$ cat config.mk
export PLATFORM = sky130hd
export DESIGN_NAME = dma_descriptor_ring_feeder_top
export DESIGN_NICKNAME = d
export VERILOG_FILES = /design/src/rtl/ddrf_pkg.sv /design/src/rtl/dma_descriptor_ring_feeder_top.sv /design/src/rtl/ddrf_fifo.sv /design/src/rtl/ddrf_front.sv /design/src/rtl/ddrf_back.sv
export VERILOG_INCLUDE_DIRS = /design/src /design/src/rtl
export SDC_FILE = /design/constraint.sdc
export NUM_CORES = 1
export LEC_CHECK = 0
export BUFFER_PORTS_ARGS = -buffer_cell sky130_fd_sc_hd__buf_4
export CAP_MARGIN = 20
export CORE_MARGIN = 2
export CORE_UTILIZATION = 54
export DETAILED_ROUTE_END_ITERATION = 10
export GPL_TIMING_DRIVEN = 0
export MAX_ROUTING_LAYER = met4
export PLACE_DENSITY = 0.75
export SLEW_MARGIN = 20
export SYNTH_ARGS = -nofsm -noshare
export SYNTH_HDL_FRONTEND = slang
export SYNTH_HIERARCHICAL = 1
export SYNTH_SLANG_ARGS = --single-unit
$ cat constraint.sdc
create_clock -name clk_i -period 17.3 [get_ports clk_i]
set_clock_uncertainty 0.1 [all_clocks]
set_input_delay 1.73 -clock clk_i [delete_from_list [all_inputs] [get_ports clk_i]]
set_output_delay 1.73 -clock clk_i [all_outputs]
set_load 0.005 [all_outputs]
$ cat src/rtl/dma_descriptor_ring_feeder_top_defines.svh
// Assertion helpers shared by the RTL of the descriptor ring feeder.
// Each macro expects clk_i and rst_ni to be visible where it is used.
`ifndef DMA_DESCRIPTOR_RING_FEEDER_TOP_DEFINES_SVH
`define DMA_DESCRIPTOR_RING_FEEDER_TOP_DEFINES_SVH

// Same-cycle implication, checked outside reset.
`define DDRF_ASSERT_IMPL(lbl, ante, cons, msg) \
  lbl: assert property (@(posedge clk_i) disable iff (!rst_ni) (ante) |-> (cons)) \
    else $error(msg);

// Next-cycle implication, checked outside reset.
`define DDRF_ASSERT_NEXT(lbl, ante, cons, msg) \
  lbl: assert property (@(posedge clk_i) disable iff (!rst_ni) (ante) |=> (cons)) \
    else $error(msg);

`endif

$ cat src/rtl/ddrf_pkg.sv
`timescale 1ns / 1ps
package ddrf_pkg;

  localparam int unsigned RING_SLOTS  = 32;
  localparam int unsigned CHUNK_BYTES = 4096;
  localparam int unsigned FIFO_BYTES  = 262144;

  localparam int unsigned SLOT_W      = 5;
  localparam int unsigned LEN_W       = 13;
  localparam int unsigned LEVEL_W     = 19;
  localparam int unsigned ADDR_W      = 32;
  localparam int unsigned TAG_W       = 4;
  localparam int unsigned PREBUF_W    = 5;
  localparam int unsigned COUNT_W     = 32;
  localparam int unsigned CHUNK_SHIFT = $clog2(CHUNK_BYTES);
  localparam int unsigned MAX_IN_FLIGHT = RING_SLOTS - 1;

  localparam int unsigned CFG_IDX_W  = 2;
  localparam int unsigned CFG_DATA_W = 32;

  localparam int unsigned CMD_Q_DEPTH = 2;
  localparam int unsigned RES_Q_DEPTH = 2;

  localparam logic [PREBUF_W-1:0] PREBUF_RESET = PREBUF_W'(8);
  localparam logic [TAG_W-1:0]    TAG_RESET    = TAG_W'(1);

  typedef enum logic [CFG_IDX_W-1:0] {
    CFG_PREBUFFER  = 2'd0,
    CFG_TAG        = 2'd1,
    CFG_RING_BASE  = 2'd2
  } cfg_idx_e;

  typedef enum logic [1:0] {
    KIND_KICK     = 2'd0,
    KIND_COMPLETE = 2'd1,
    KIND_STOP     = 2'd2
  } kind_e;

  typedef enum logic [0:0] {
    ENTRY_DESC  = 1'b0,
    ENTRY_START = 1'b1
  } entry_kind_e;

  typedef struct packed {
    logic [1:0]         kind;
    logic [LEVEL_W-1:0] fifo_level;
    logic               stream_running;
  } evt_t;

  typedef struct packed {
    entry_kind_e        entry_kind;
    logic [SLOT_W-1:0]  slot;
    logic [LEN_W-1:0]   length;
    logic [ADDR_W-1:0]  buffer_address;
    logic [LEVEL_W-1:0] fifo_after;
    logic [TAG_W-1:0]   start_tag;
    logic               last;
  } result_t;

  // Classified event handed from the front end to the sequencer.
  typedef struct packed {
    kind_e              op;
    logic [LEVEL_W-1:0] level;
    logic               running;
  } cmd_t;

  typedef struct packed {
    logic [PREBUF_W-1:0] prebuffer_slots;
    logic [TAG_W-1:0]    tag;
    logic [ADDR_W-1:0]   ring_base;
  } cfg_t;

endpackage

$ cat src/rtl/dma_descriptor_ring_feeder_top.sv
`timescale 1ns / 1ps
// DMA descriptor ring feeder. Each event (producer kick, buffer completion,
// stop/flush) is a transfer on the push/full side carrying the software FIFO
// level and, for a kick, the stream run bit. The block posts descriptors of
// at most CHUNK_BYTES into a ring of RING_SLOTS slots, keeping at most
// RING_SLOTS-1 slots in flight, and may follow a kick with a stream start
// command once enough slots are primed. Every descriptor or start command is
// one transfer on the empty/pop side, and the last one caused by an event has
// its last flag set; an event that causes nothing produces no transfer. A
// small front-end classifies events into a two-entry command queue, and a
// back-end sequencer executes them into a two-entry result queue, so the
// input side keeps accepting while results wait to be popped. The sequencer
// takes a command while idle, then posts one descriptor per cycle, at most
// RING_SLOTS-1 per event, except while the result queue is full, then decides
// on the start and issues it; it handles one event at a time. Configuration
// registers (prebuffer slots, stream tag, ring base) are written through
// cfg_we_i/cfg_idx_i/cfg_data_i and should only be changed while no event
// is pending.
module dma_descriptor_ring_feeder_top #(
  parameter int unsigned CMD_DEPTH = ddrf_pkg::CMD_Q_DEPTH,
  parameter int unsigned RES_DEPTH = ddrf_pkg::RES_Q_DEPTH
) (
  input  logic                                clk_i,
  input  logic                                rst_ni,
  input  logic                                push,
  output logic                                full,
  input  ddrf_pkg::evt_t                      evt_i,
  output logic                                empty,
  input  logic                                pop,
  output ddrf_pkg::result_t                   res_o,
  input  logic                                cfg_we_i,
  input  logic [ddrf_pkg::CFG_IDX_W-1:0]      cfg_idx_i,
  input  logic [ddrf_pkg::CFG_DATA_W-1:0]     cfg_data_i
);
  import ddrf_pkg::*;

  cfg_t    cfg_q;
  logic    cmd_valid;
  cmd_t    cmd_in;
  cmd_t    cmd_out;
  logic    cmd_full;
  logic    cmd_empty;
  logic    cmd_pop;
  logic    res_full;
  logic    res_push;
  result_t res_in;

  // Configuration registers; writes to an unused index are ignored.
  always_ff @(posedge clk_i or negedge rst_ni) begin
    if (!rst_ni) begin
      cfg_q.prebuffer_slots <= PREBUF_RESET;
      cfg_q.tag             <= TAG_RESET;
      cfg_q.ring_base       <= '0;
    end else if (cfg_we_i) begin
      case (cfg_idx_i)
        CFG_PREBUFFER:  cfg_q.prebuffer_slots <= cfg_data_i[PREBUF_W-1:0];
        CFG_TAG:        cfg_q.tag             <= cfg_data_i[TAG_W-1:0];
        CFG_RING_BASE:  cfg_q.ring_base       <= cfg_data_i[ADDR_W-1:0];
        default: begin
        end
      endcase
    end
  end

  // An event transfer happens whenever the command queue has room; events
  // of the unused kind are dropped by the front end.
  assign full = cmd_full;

  ddrf_front u_front (
    .evt_i      (evt_i),
    .cmd_valid_o(cmd_valid),
    .cmd_o      (cmd_in)
  );

  ddrf_fifo #(
    .WIDTH($bits(cmd_t)),
    .DEPTH(CMD_DEPTH)
  ) u_cmd_q (
    .clk_i  (clk_i),
    .rst_ni (rst_ni),
    .push_i (push && cmd_valid),
    .data_i (cmd_in),
    .full_o (cmd_full),
    .pop_i  (cmd_pop),
    .data_o (cmd_out),
    .empty_o(cmd_empty)
  );

  ddrf_back u_back (
    .clk_i      (clk_i),
    .rst_ni     (rst_ni),
    .cfg_i      (cfg_q),
    .cmd_empty_i(cmd_empty),
    .cmd_i      (cmd_out),
    .cmd_pop_o  (cmd_pop),
    .res_full_i (res_full),
    .res_push_o (res_push),
    .res_o      (res_in)
  );

  ddrf_fifo #(
    .WIDTH($bits(result_t)),
    .DEPTH(RES_DEPTH)
  ) u_res_q (
    .clk_i  (clk_i),
    .rst_ni (rst_ni),
    .push_i (res_push),
    .data_i (res_in),
    .full_o (res_full),
    .pop_i  (pop),
    .data_o (res_o),
    .empty_o(empty)
  );

endmodule

$ cat src/rtl/ddrf_fifo.sv
`timescale 1ns / 1ps
module ddrf_fifo #(
  parameter int unsigned WIDTH = 1,
  parameter int unsigned DEPTH = 2
) (
  input  logic             clk_i,
  input  logic             rst_ni,
  input  logic             push_i,
  input  logic [WIDTH-1:0] data_i,
  output logic             full_o,
  input  logic             pop_i,
  output logic [WIDTH-1:0] data_o,
  output logic             empty_o
);

  localparam int unsigned PTR_W = (DEPTH > 1) ? $clog2(DEPTH) : 1;
  localparam int unsigned CNT_W = $clog2(DEPTH + 1);

  logic [WIDTH-1:0] mem_q [DEPTH];
  logic [PTR_W-1:0] wr_ptr_q, wr_ptr_d;
  logic [PTR_W-1:0] rd_ptr_q, rd_ptr_d;
  logic [CNT_W-1:0] count_q, count_d;
  logic             do_push;
  logic             do_pop;

  assign full_o  = (count_q == CNT_W'(DEPTH));
  assign empty_o = (count_q == '0);
  assign do_push = push_i && !full_o;
  assign do_pop  = pop_i && !empty_o;
  assign data_o  = mem_q[rd_ptr_q];

  always_comb begin
    wr_ptr_d = wr_ptr_q;
    rd_ptr_d = rd_ptr_q;
    count_d  = count_q;
    if (do_push) begin
      wr_ptr_d = (wr_ptr_q == PTR_W'(DEPTH - 1)) ? '0 : wr_ptr_q + PTR_W'(1);
    end
    if (do_pop) begin
      rd_ptr_d = (rd_ptr_q == PTR_W'(DEPTH - 1)) ? '0 : rd_ptr_q + PTR_W'(1);
    end
    if (do_push && !do_pop) begin
      count_d = count_q + CNT_W'(1);
    end else if (do_pop && !do_push) begin
      count_d = count_q - CNT_W'(1);
    end
  end

  always_ff @(posedge clk_i or negedge rst_ni) begin
    if (!rst_ni) begin
      wr_ptr_q <= '0;
      rd_ptr_q <= '0;
      count_q  <= '0;
    end else begin
      wr_ptr_q <= wr_ptr_d;
      rd_ptr_q <= rd_ptr_d;
      count_q  <= count_d;
    end
  end

  always_ff @(posedge clk_i) begin
    if (do_push) begin
      mem_q[wr_ptr_q] <= data_i;
    end
  end

endmodule

$ cat src/rtl/ddrf_front.sv
`timescale 1ns / 1ps
module ddrf_front (
  input  ddrf_pkg::evt_t evt_i,
  output logic           cmd_valid_o,
  output ddrf_pkg::cmd_t cmd_o
);
  import ddrf_pkg::*;

  logic [LEVEL_W-1:0] level_sat;

  // Levels above the FIFO size are clamped to the FIFO size.
  assign level_sat = (evt_i.fifo_level > LEVEL_W'(FIFO_BYTES)) ?
                     LEVEL_W'(FIFO_BYTES) : evt_i.fifo_level;

  always_comb begin
    cmd_o.level   = level_sat;
    cmd_o.running = evt_i.stream_running;
    case (evt_i.kind)
      KIND_KICK: begin
        cmd_valid_o = 1'b1;
        cmd_o.op    = KIND_KICK;
      end
      KIND_COMPLETE: begin
        cmd_valid_o = 1'b1;
        cmd_o.op    = KIND_COMPLETE;
      end
      KIND_STOP: begin
        cmd_valid_o = 1'b1;
        cmd_o.op    = KIND_STOP;
      end
      default: begin
        // The unused kind code is taken and dropped here.
        cmd_valid_o = 1'b0;
        cmd_o.op    = KIND_KICK;
      end
    endcase
  end

endmodule

$ cat src/rtl/ddrf_back.sv
`timescale 1ns / 1ps
`include "dma_descriptor_ring_feeder_top_defines.svh"
module ddrf_back (
  input  logic              clk_i,
  input  logic              rst_ni,
  input  ddrf_pkg::cfg_t    cfg_i,
  input  logic              cmd_empty_i,
  input  ddrf_pkg::cmd_t    cmd_i,
  output logic              cmd_pop_o,
  input  logic              res_full_i,
  output logic              res_push_o,
  output ddrf_pkg::result_t res_o
);
  import ddrf_pkg::*;

  typedef enum logic [2:0] {
    ST_IDLE  = 3'b001,
    ST_POST  = 3'b010,
    ST_START = 3'b100
  } state_e;

  state_e              state_q, state_d;
  logic [COUNT_W-1:0]  outstanding_q, outstanding_d;
  logic [SLOT_W-1:0]   next_slot_q, next_slot_d;
  logic                stream_on_q, stream_on_d;
  logic                check_start_q, check_start_d;
  logic [LEVEL_W-1:0]  level_q, level_d;

  logic [LEN_W-1:0]    len;
  logic [LEVEL_W-1:0]  level_after;
  logic [COUNT_W-1:0]  flight_after;
  logic [PREBUF_W-1:0] thr;
  logic                can_post;
  logic                more_after;
  logic                desc_last;
  logic [ADDR_W-1:0]   desc_addr;
  logic                push_start;
  logic                push_desc;

  function automatic logic start_due(logic [COUNT_W-1:0]  fl,
                                     logic [LEVEL_W-1:0]  lv,
                                     logic [PREBUF_W-1:0] th);
    return (fl >= COUNT_W'(th)) || ((fl != '0) && (lv == '0));
  endfunction

  assign len = (level_q > LEVEL_W'(CHUNK_BYTES)) ? LEN_W'(CHUNK_BYTES) :
               LEN_W'(level_q);
  assign level_after  = level_q - LEVEL_W'(len);
  assign flight_after = outstanding_q + COUNT_W'(1);
  assign thr          = (cfg_i.prebuffer_slots == '0) ? PREBUF_W'(1) :
                        cfg_i.prebuffer_slots;
  assign can_post     = (outstanding_q < COUNT_W'(MAX_IN_FLIGHT)) && (level_q != '0);
  assign more_after   = (flight_after < COUNT_W'(MAX_IN_FLIGHT)) && (level_after != '0);
  // A descriptor closes the event when nothing more is posted and no start follows.
  assign desc_last    = !more_after &&
                        !(check_start_q && start_due(flight_after, level_after, thr));
  assign desc_addr    = cfg_i.ring_base + (ADDR_W'(next_slot_q) << CHUNK_SHIFT);

  assign cmd_pop_o  = (state_q == ST_IDLE) && !cmd_empty_i;
  assign res_push_o = !res_full_i &&
                      (((state_q == ST_POST) && can_post) || (state_q == ST_START));
  assign push_start = res_push_o && (res_o.entry_kind == ENTRY_START);
  assign push_desc  = res_push_o && (res_o.entry_kind == ENTRY_DESC);

  always_comb begin
    if (state_q == ST_START) begin
      res_o.entry_kind     = ENTRY_START;
      res_o.slot           = '0;
      res_o.length         = '0;
      res_o.buffer_address = '0;
      res_o.fifo_after     = level_q;
      res_o.start_tag      = cfg_i.tag;
      res_o.last           = 1'b1;
    end else begin
      res_o.entry_kind     = ENTRY_DESC;
      res_o.slot           = next_slot_q;
      res_o.length         = len;
      res_o.buffer_address = desc_addr;
      res_o.fifo_after     = level_after;
      res_o.start_tag      = '0;
      res_o.last           = desc_last;
    end
  end

  always_comb begin
    state_d       = state_q;
    outstanding_d = outstanding_q;
    next_slot_d   = next_slot_q;
    stream_on_d   = stream_on_q;
    check_start_d = check_start_q;
    level_d       = level_q;
    case (state_q)
      ST_IDLE: begin
        if (!cmd_empty_i) begin
          case (cmd_i.op)
            KIND_KICK: begin
              if (!(stream_on_q && cmd_i.running)) begin
                // A halted stream resyncs: nothing is left in flight.
                if (stream_on_q) begin
                  outstanding_d = '0;
                  stream_on_d   = 1'b0;
                end
                level_d       = cmd_i.level;
                check_start_d = 1'b1;
                state_d       = ST_POST;
              end
            end
            KIND_COMPLETE: begin
              outstanding_d = outstanding_q - COUNT_W'(1);
              level_d       = cmd_i.level;
              check_start_d = 1'b0;
              state_d       = ST_POST;
            end
            KIND_STOP: begin
              outstanding_d = '0;
              next_slot_d   = '0;
              stream_on_d   = 1'b0;
            end
            default: begin
            end
          endcase
        end
      end
      ST_POST: begin
        if (can_post) begin
          if (!res_full_i) begin
            outstanding_d = flight_after;
            level_d       = level_after;
            next_slot_d   = (next_slot_q == SLOT_W'(RING_SLOTS - 1)) ? '0 :
                            next_slot_q + SLOT_W'(1);
          end
        end else if (check_start_q && start_due(outstanding_q, level_q, thr)) begin
          state_d = ST_START;
        end else begin
          state_d = ST_IDLE;
        end
      end
      ST_START: begin
        if (!res_full_i) begin
          stream_on_d = 1'b1;
          state_d     = ST_IDLE;
        end
      end
      default: begin
        state_d = ST_IDLE;
      end
    endcase
  end

  always_ff @(posedge clk_i or negedge rst_ni) begin
    if (!rst_ni) begin
      state_q       <= ST_IDLE;
      outstanding_q <= '0;
      next_slot_q   <= '0;
      stream_on_q   <= 1'b0;
      check_start_q <= 1'b0;
    end else begin
      state_q       <= state_d;
      outstanding_q <= outstanding_d;
      next_slot_q   <= next_slot_d;
      stream_on_q   <= stream_on_d;
      check_start_q <= check_start_d;
    end
  end

  always_ff @(posedge clk_i) begin
    level_q <= level_d;
  end

  `DDRF_ASSERT_IMPL(a_push_has_room, res_push_o, !res_full_i, "result pushed into a full queue")
  `DDRF_ASSERT_IMPL(a_start_only_when_off, state_q == ST_START, !stream_on_q, "start while on")
  `DDRF_ASSERT_NEXT(a_start_sets_on, push_start, stream_on_q, "start did not set stream on")
  `DDRF_ASSERT_IMPL(a_desc_len_ok, push_desc, len != '0 && len <= LEN_W'(CHUNK_BYTES), "bad len")

endmodule
== Word level (Yosys, flattened, before mapping) ==
Memory sizes are Yosys's and may differ from the RTL's.
Cells that the tools add are included.

* Register bits: 110
* Bits in writable memories: 194
* Output and inout port bits: 77
* Logic and storage cells: 172
* Memories: 2

* $add $sub $neg: 13
* Order comparisons: 6
* Eq/ne operators: 24
* Muxes and demuxes: 51
* Bitwise operators: 1
* Reduce and logical (&&, ||, !) cells: 60

{| class="wikitable"
|+ Memory list
! name !! depth !! bits a word !! rd ports !! clocked after memory_dff !! write ports !! line !! source
|-
| u_res_q.mem_q || 2 || 75 || 1 || 0 || 1 || ddrf_fifo.sv:19 || <nowiki>logic [WIDTH-1:0] mem_q [DEPTH];</nowiki>
|-
| u_cmd_q.mem_q || 2 || 22 || 1 || 0 || 1 || ddrf_fifo.sv:19 ||
|}

{| class="wikitable"
|+ Operators with widths
! operator !! number
|-
| two-way mux 32 bit || 5
|-
| one-hot mux 32 bit (3 select lines) || 1
|-
| two-way mux 19 bit || 5
|-
| one-hot mux 19 bit (2 select lines) || 2
|-
| two-way mux 75 bit || 1
|-
| greater-or-equal comparator 32 x 5 -> 1 bit || 2
|-
| < comparator 32 x 5 -> 1 bit (second input constant) || 2
|-
| one-hot mux 32 bit (2 select lines) || 1
|-
| nonzero test 32 bit || 2
|-
| logical NOT 19 bit || 2
|-
| nonzero test 19 bit || 2
|-
| adder 32 x 1 -> 32 bit (second input constant) || 1
|-
| adder 32 x 17 -> 32 bit || 1
|-
| subtractor 32 x 1 -> 32 bit (second input constant) || 1
|-
| two-way mux 5 bit || 6
|-
| logical AND 1 bit || 20
|-
| greater-than comparator 19 x 13 -> 1 bit (second input constant) || 1
|-
| greater-than comparator 19 bit (second input constant) || 1
|-
| subtractor 19 x 13 -> 19 bit || 1
|-
| two-way mux 3 bit || 5
|-
| AND reduction 5 bit || 3
|-
| two-way mux 1 bit || 13
|-
| two-way mux 13 bit || 1
|-
| inequality test 2 bit (second input constant) || 6
|-
| 31 further kinds || 70
|}

== Depth between registers and ports, before layout ==
* Word-level depth: 10
* Depth in mapped cells: 15

== Cells and area by module ==
Netlist, hierarchy kept.

{| class="wikitable"
|+ Modules (own cells, without submodules)
! module !! instances !! cells each !! area an instance (sq um) !! seq. area each (sq um)
|-
| ddrf_back || 1 || 828 || 6128.4 || 1622.8
|-
| ddrf_fifo at u_res_q || 1 || 252 || 5763.0 || 4604.4
|-
| ddrf_fifo at u_cmd_q || 1 || 87 || 1788.0 || 1421.4
|-
| dma_descriptor_ring_feeder_top || 1 || 89 || 1689.1 || 1028.5
|-
| ddrf_front || 1 || 24 || 156.4 || 0.0
|}

== Least setup slack after synthesis ==
No wires, ideal clock.

* Path kind: register to register
* From: register u_back.outstanding_q[22]
* To: memory u_res_q/mem_q[0][0] (netlist bit) (enable)
* Setup time: 509 ps
* Arrival time: 5366 ps
* Setup slack: 11325 ps
* Stages on the path, launching flop included: 9
* Buffers on the path: 1
* Cells stage by stage: dfrtp_1 > or4_4 > nor4_4 > nand4_1 > or4_1 > buf_2 > a21oi_1 > nand2_1 > nor2_1

* Longest elaborated chain between the ends: 8

{| class="wikitable"
|+ RTL lines
! what !! line !! source
|-
| from (decl) || ddrf_back.sv:23 || <nowiki>logic [COUNT_W-1:0] outstanding_q, outstanding_d;</nowiki>
|-
| from (signal assigned) || ddrf_back.sv:159 || <nowiki>outstanding_q <= outstanding_d;</nowiki>
|-
| < comparator 32 x 5 -> 1 bit || ddrf_back.sv:52 || <nowiki>assign can_post = (outstanding_q < COUNT_W'(MAX_IN_FLIGHT)) && (level_q != '0);</nowiki>
|-
| logical AND 1 bit || ddrf_back.sv:52 ||
|-
| logical AND 1 bit || ddrf_back.sv:61 || <nowiki>(((state_q == ST_POST) && can_post) || (state_q == ST_START));</nowiki>
|-
| logical OR 1 bit || ddrf_back.sv:61 ||
|-
| logical AND 1 bit || ddrf_back.sv:60 || <nowiki>assign res_push_o = !res_full_i &&</nowiki>
|-
| net res_push || dma_descriptor_ring_feeder_top.sv:45 || <nowiki>logic res_push;</nowiki>
|-
| logical AND 1 bit || ddrf_fifo.sv:28 || <nowiki>assign do_push = push_i && !full_o;</nowiki>
|-
| two-way mux 1 bit || ddrf_fifo.sv:62 || <nowiki>if (do_push) begin</nowiki>
|-
| two-way mux 1 bit (implied by the code) || ddrf_fifo.sv:63 || <nowiki>mem_q[wr_ptr_q] <= data_i;</nowiki>
|-
| to (decl) || ddrf_fifo.sv:19 ||
|}

The timed path passes the listed nets, and every way through them passes these cells.

==> flow_metrics.tcl <==
set metrics [dict create \
    status "complete, no violations" \
    synth-edff-count 213 \
    ir_drop_uv 87.77 \
    globalRoute.totalOverflow 0 \
    nets 1546 \
    crit_required_ns 17.42 \
    hp-class "reg -> reg" \
    post-route-min-period_ns 4.539 \
    drcViolationCount 0 \
    synth_ff_type "edfxtp_1" \
    grt_max_degree 92 \
    r2r_slack_ns 12.76 \
    multi_input_area_um2 6390 \
    final_area_um2 18320 \
    startpoint_type "flip-flop" \
    grt_pass1_vias 10890 \
    slew-limit-headroom 0.3051 \
    tightest_slew_ns 1.042 \
    ys_ff_latch 304 \
    drtIter0Drc 1016 \
    finalWirelength_mm 38.78 \
    critPathMaxFanout 10 \
    grt_pass1_wl_mm 60.86 \
    clock-sinks 304 \
    start_util 0.5453 \
    cts_tree "yes" \
    crit_arrival_ns 4.66 \
    htreeDepth 2 \
    r2r-start "u_back/level_q[8]" \
    clkTransAtPathRegs_ns 0.05 \
    area_growth_pct 18.00 \
    p_leak_nw 7.215 \
    setup_viol 0 \
    core-area_um2 28470 \
    numCtsBuffers 34 \
    async_flop_share 0.2993 \
    ys_seq_area_frac 0.5589 \
    synth_cell_type_count 82 \
    layout.area.seq_um2 8677 \
    syn_inst 1280 \
    power.total_w 0.003036 \
    syn_nets 1367 \
    io_pins 138 \
    ctsHoldBuffers 0 \
    crit_path_end_kind "flip-flop" \
    rsz0062_at_grt "false" \
    die_y_um 173.6 \
    die_area_um2 30120 \
    drt-pass1-iter-count 6 \
    worst-setup-path-type "reg -> reg" \
    syn_avg_cell_area_um2 12.13 \
    vias 11140 \
    numPortBuffers 136 \
    synthesis.area_um2 15520 \
    finalCritPeriodShare 0.2624 \
    worstReg2RegEnd "u_res_q/mem_q[0][0]" \
    place.gp.congestion 0.9449 \
    die_w_um 173.6 \
    fin_tns_setup_ns 0 \
    postPlaceCellArea_um2 17200 \
    dp_hpwl_mm 27.07 \
    diodes 0 \
    num_rows 62 \
    clock_latency_ns 0.51 \
    cap_viol_max_count 0 \
    finalMaxSlewViolations 0 \
    r2r_cells 12 \
    clockBufferDepth 3 \
    track_usage 0.2641 \
    p_per_area_nw_per_um2 165.7 \
    cts_root_buffer "clkbuf_16" \
    layout_common_cells "213 x edfxtp_1, 139 x buf_4, 98 x nand2_1, 88 x dfrtp_1, 73 x nor2_1" \
    drive_gt1_frac 0.2593 \
    wire_per_inst_um 20.79 \
    cts_setup_buffers 0 \
    layout_commonest_cell "edfxtp_1" \
    hold_end "cfg_q[5]" \
    hold_depth 1 \
    antenna_left 0 \
    antenna_found_initial 0 \
    fmax_mhz 220.3 \
    hold_viol 0 \
    yosys_warnings 6 \
    cts_resized 0 \
    hp-start "cfg_q[5]" \
    via_per_inst 5.974 \
    nFillCells 2168 \
]
[cells by family (layout without fill, tap and decap cells)]
group,after synthesis,count (layout),synth area share
AO/OA/AOI/OAI,241,241,0.09768
adder cells (fa/ha/maj),26,26,0.02144
buffers and inverters,101,302,0.03143
other,2,2,0.0004837
XOR/XNOR,35,35,0.01975
AND/OR/NAND/NOR,425,425,0.1480
multiplexers,146,146,0.1223
flip-flops,304,304,0.5589
[final cells by class]
type | instances | share of cell area
sequential | 304 | 0.4736
buffer | 81 | 0.02254
timing repair buffer | 143 | 0.06358
clock buffer | 46 | 0.05170
tap | 384 | 0.02623
inverter | 20 | 0.004098
multi-input combinational | 875 | 0.3488
clock inverter | 12 | 0.009425
[per-layer routing]
metal	GRT usage	vias up	share of wire
li1	-	5170	-
met2	0.4108	459	0.47
met1	0.3636	5431	0.44
met5	-	-	0
met3	0.03662	81	0.069
met4	0.08086	0	0.027
[cell usage after synthesis, types with 12 or more instances]
master | number | area [µm²]
nor2_1 | 75 | 281.5
nor3_1 | 33 | 165.2
nand4_1 | 18 | 112.6
nand3_1 | 32 | 160.2
or3_1 | 12 | 75.07
mux2_2 | 70 | 788.3
and2_1 | 25 | 156.4
or4_1 | 12 | 90.09
and3_1 | 28 | 175.2
edfxtp_1 | 213 | 6396
nor4_1 | 13 | 81.33
ha_1 | 25 | 312.8
nor2b_1 | 25 | 156.4
dfrtp_1 | 88 | 2202
xor2_1 | 19 | 166.4
o21ai_1 | 26 | 130.1
o21ai_0 | 65 | 325.3
nand2_1 | 98 | 367.9
a21oi_1 | 54 | 270.3
mux2_4 | 70 | 1051
inv_1 | 20 | 75.07
clkbuf_1 | 54 | 202.7
xnor2_1 | 16 | 140.1
[metrics by stage]
step,utilization,std cells,hold WS [ns],setup slack (ns)
after floorplan,-,1280,0.3608,11.32
after global placement,0.5980,1800,0.3743,9.006
after detailed placement,0.6042,1807,0.3834,12.80
after CTS,0.6435,1865,0.3999,12.78
after global routing,0.6435,1865,0.4220,12.42
final,0.6435,1865,0.3968,12.76
[how the worst max path moves through the flow]
stage,from,endpoint,slack [ns],cells past startpoint
global placement,u_back/outstanding_q[8],u_res_q/mem_q[0][16],9.01,9
finish,u_back/level_q[8],u_res_q/mem_q[0][0],12.76,12
floorplan,u_back/outstanding_q[22],u_res_q/mem_q[0][0],11.32,8
detailed placement,u_back/level_q[8],u_res_q/mem_q[0][0],12.80,12
global route,u_back/level_q[8],u_res_q/mem_q[1][0],12.42,12
CTS,u_back/level_q[8],u_res_q/mem_q[0][0],12.78,12
[worst max-delay path, stage by stage (launching register included)]
cell	delay, ns
edfxtp_1	0.36
clkbuf_1	0.25
or4_1	0.57
o41ai_1	0.61
nand2_1	0.41
nand2_1	0.21
ha_1	0.28
a2111oi_0	0.37
o211ai_1	0.18
nor4bb_1	0.29
nand4_1	0.25
o211ai_1	0.28
a32oi_1	0.11
[power breakdown]
group,total [W],switching (W),internal (W),leakage [nW]
Sequential,0.00108,0.000104,0.000975,3.06
Combinational,0.00123,0.000715,0.000514,3.61
Clock,0.000726,0.000282,0.000444,0.546
[flip-flops by register name, summed over array words and instances, names as in the netlist, 2 cells and up]
register,flops
u_res_q/mem_q,150
u_cmd_q/mem_q,44
cfg_q,41
u_back/outstanding_q,32
u_back/level_q,19
u_back/next_slot_q,5
u_back/state_q,3
u_cmd_q/count_q,2
u_res_q/count_q,2
Power figures use the tool's default switching activity.
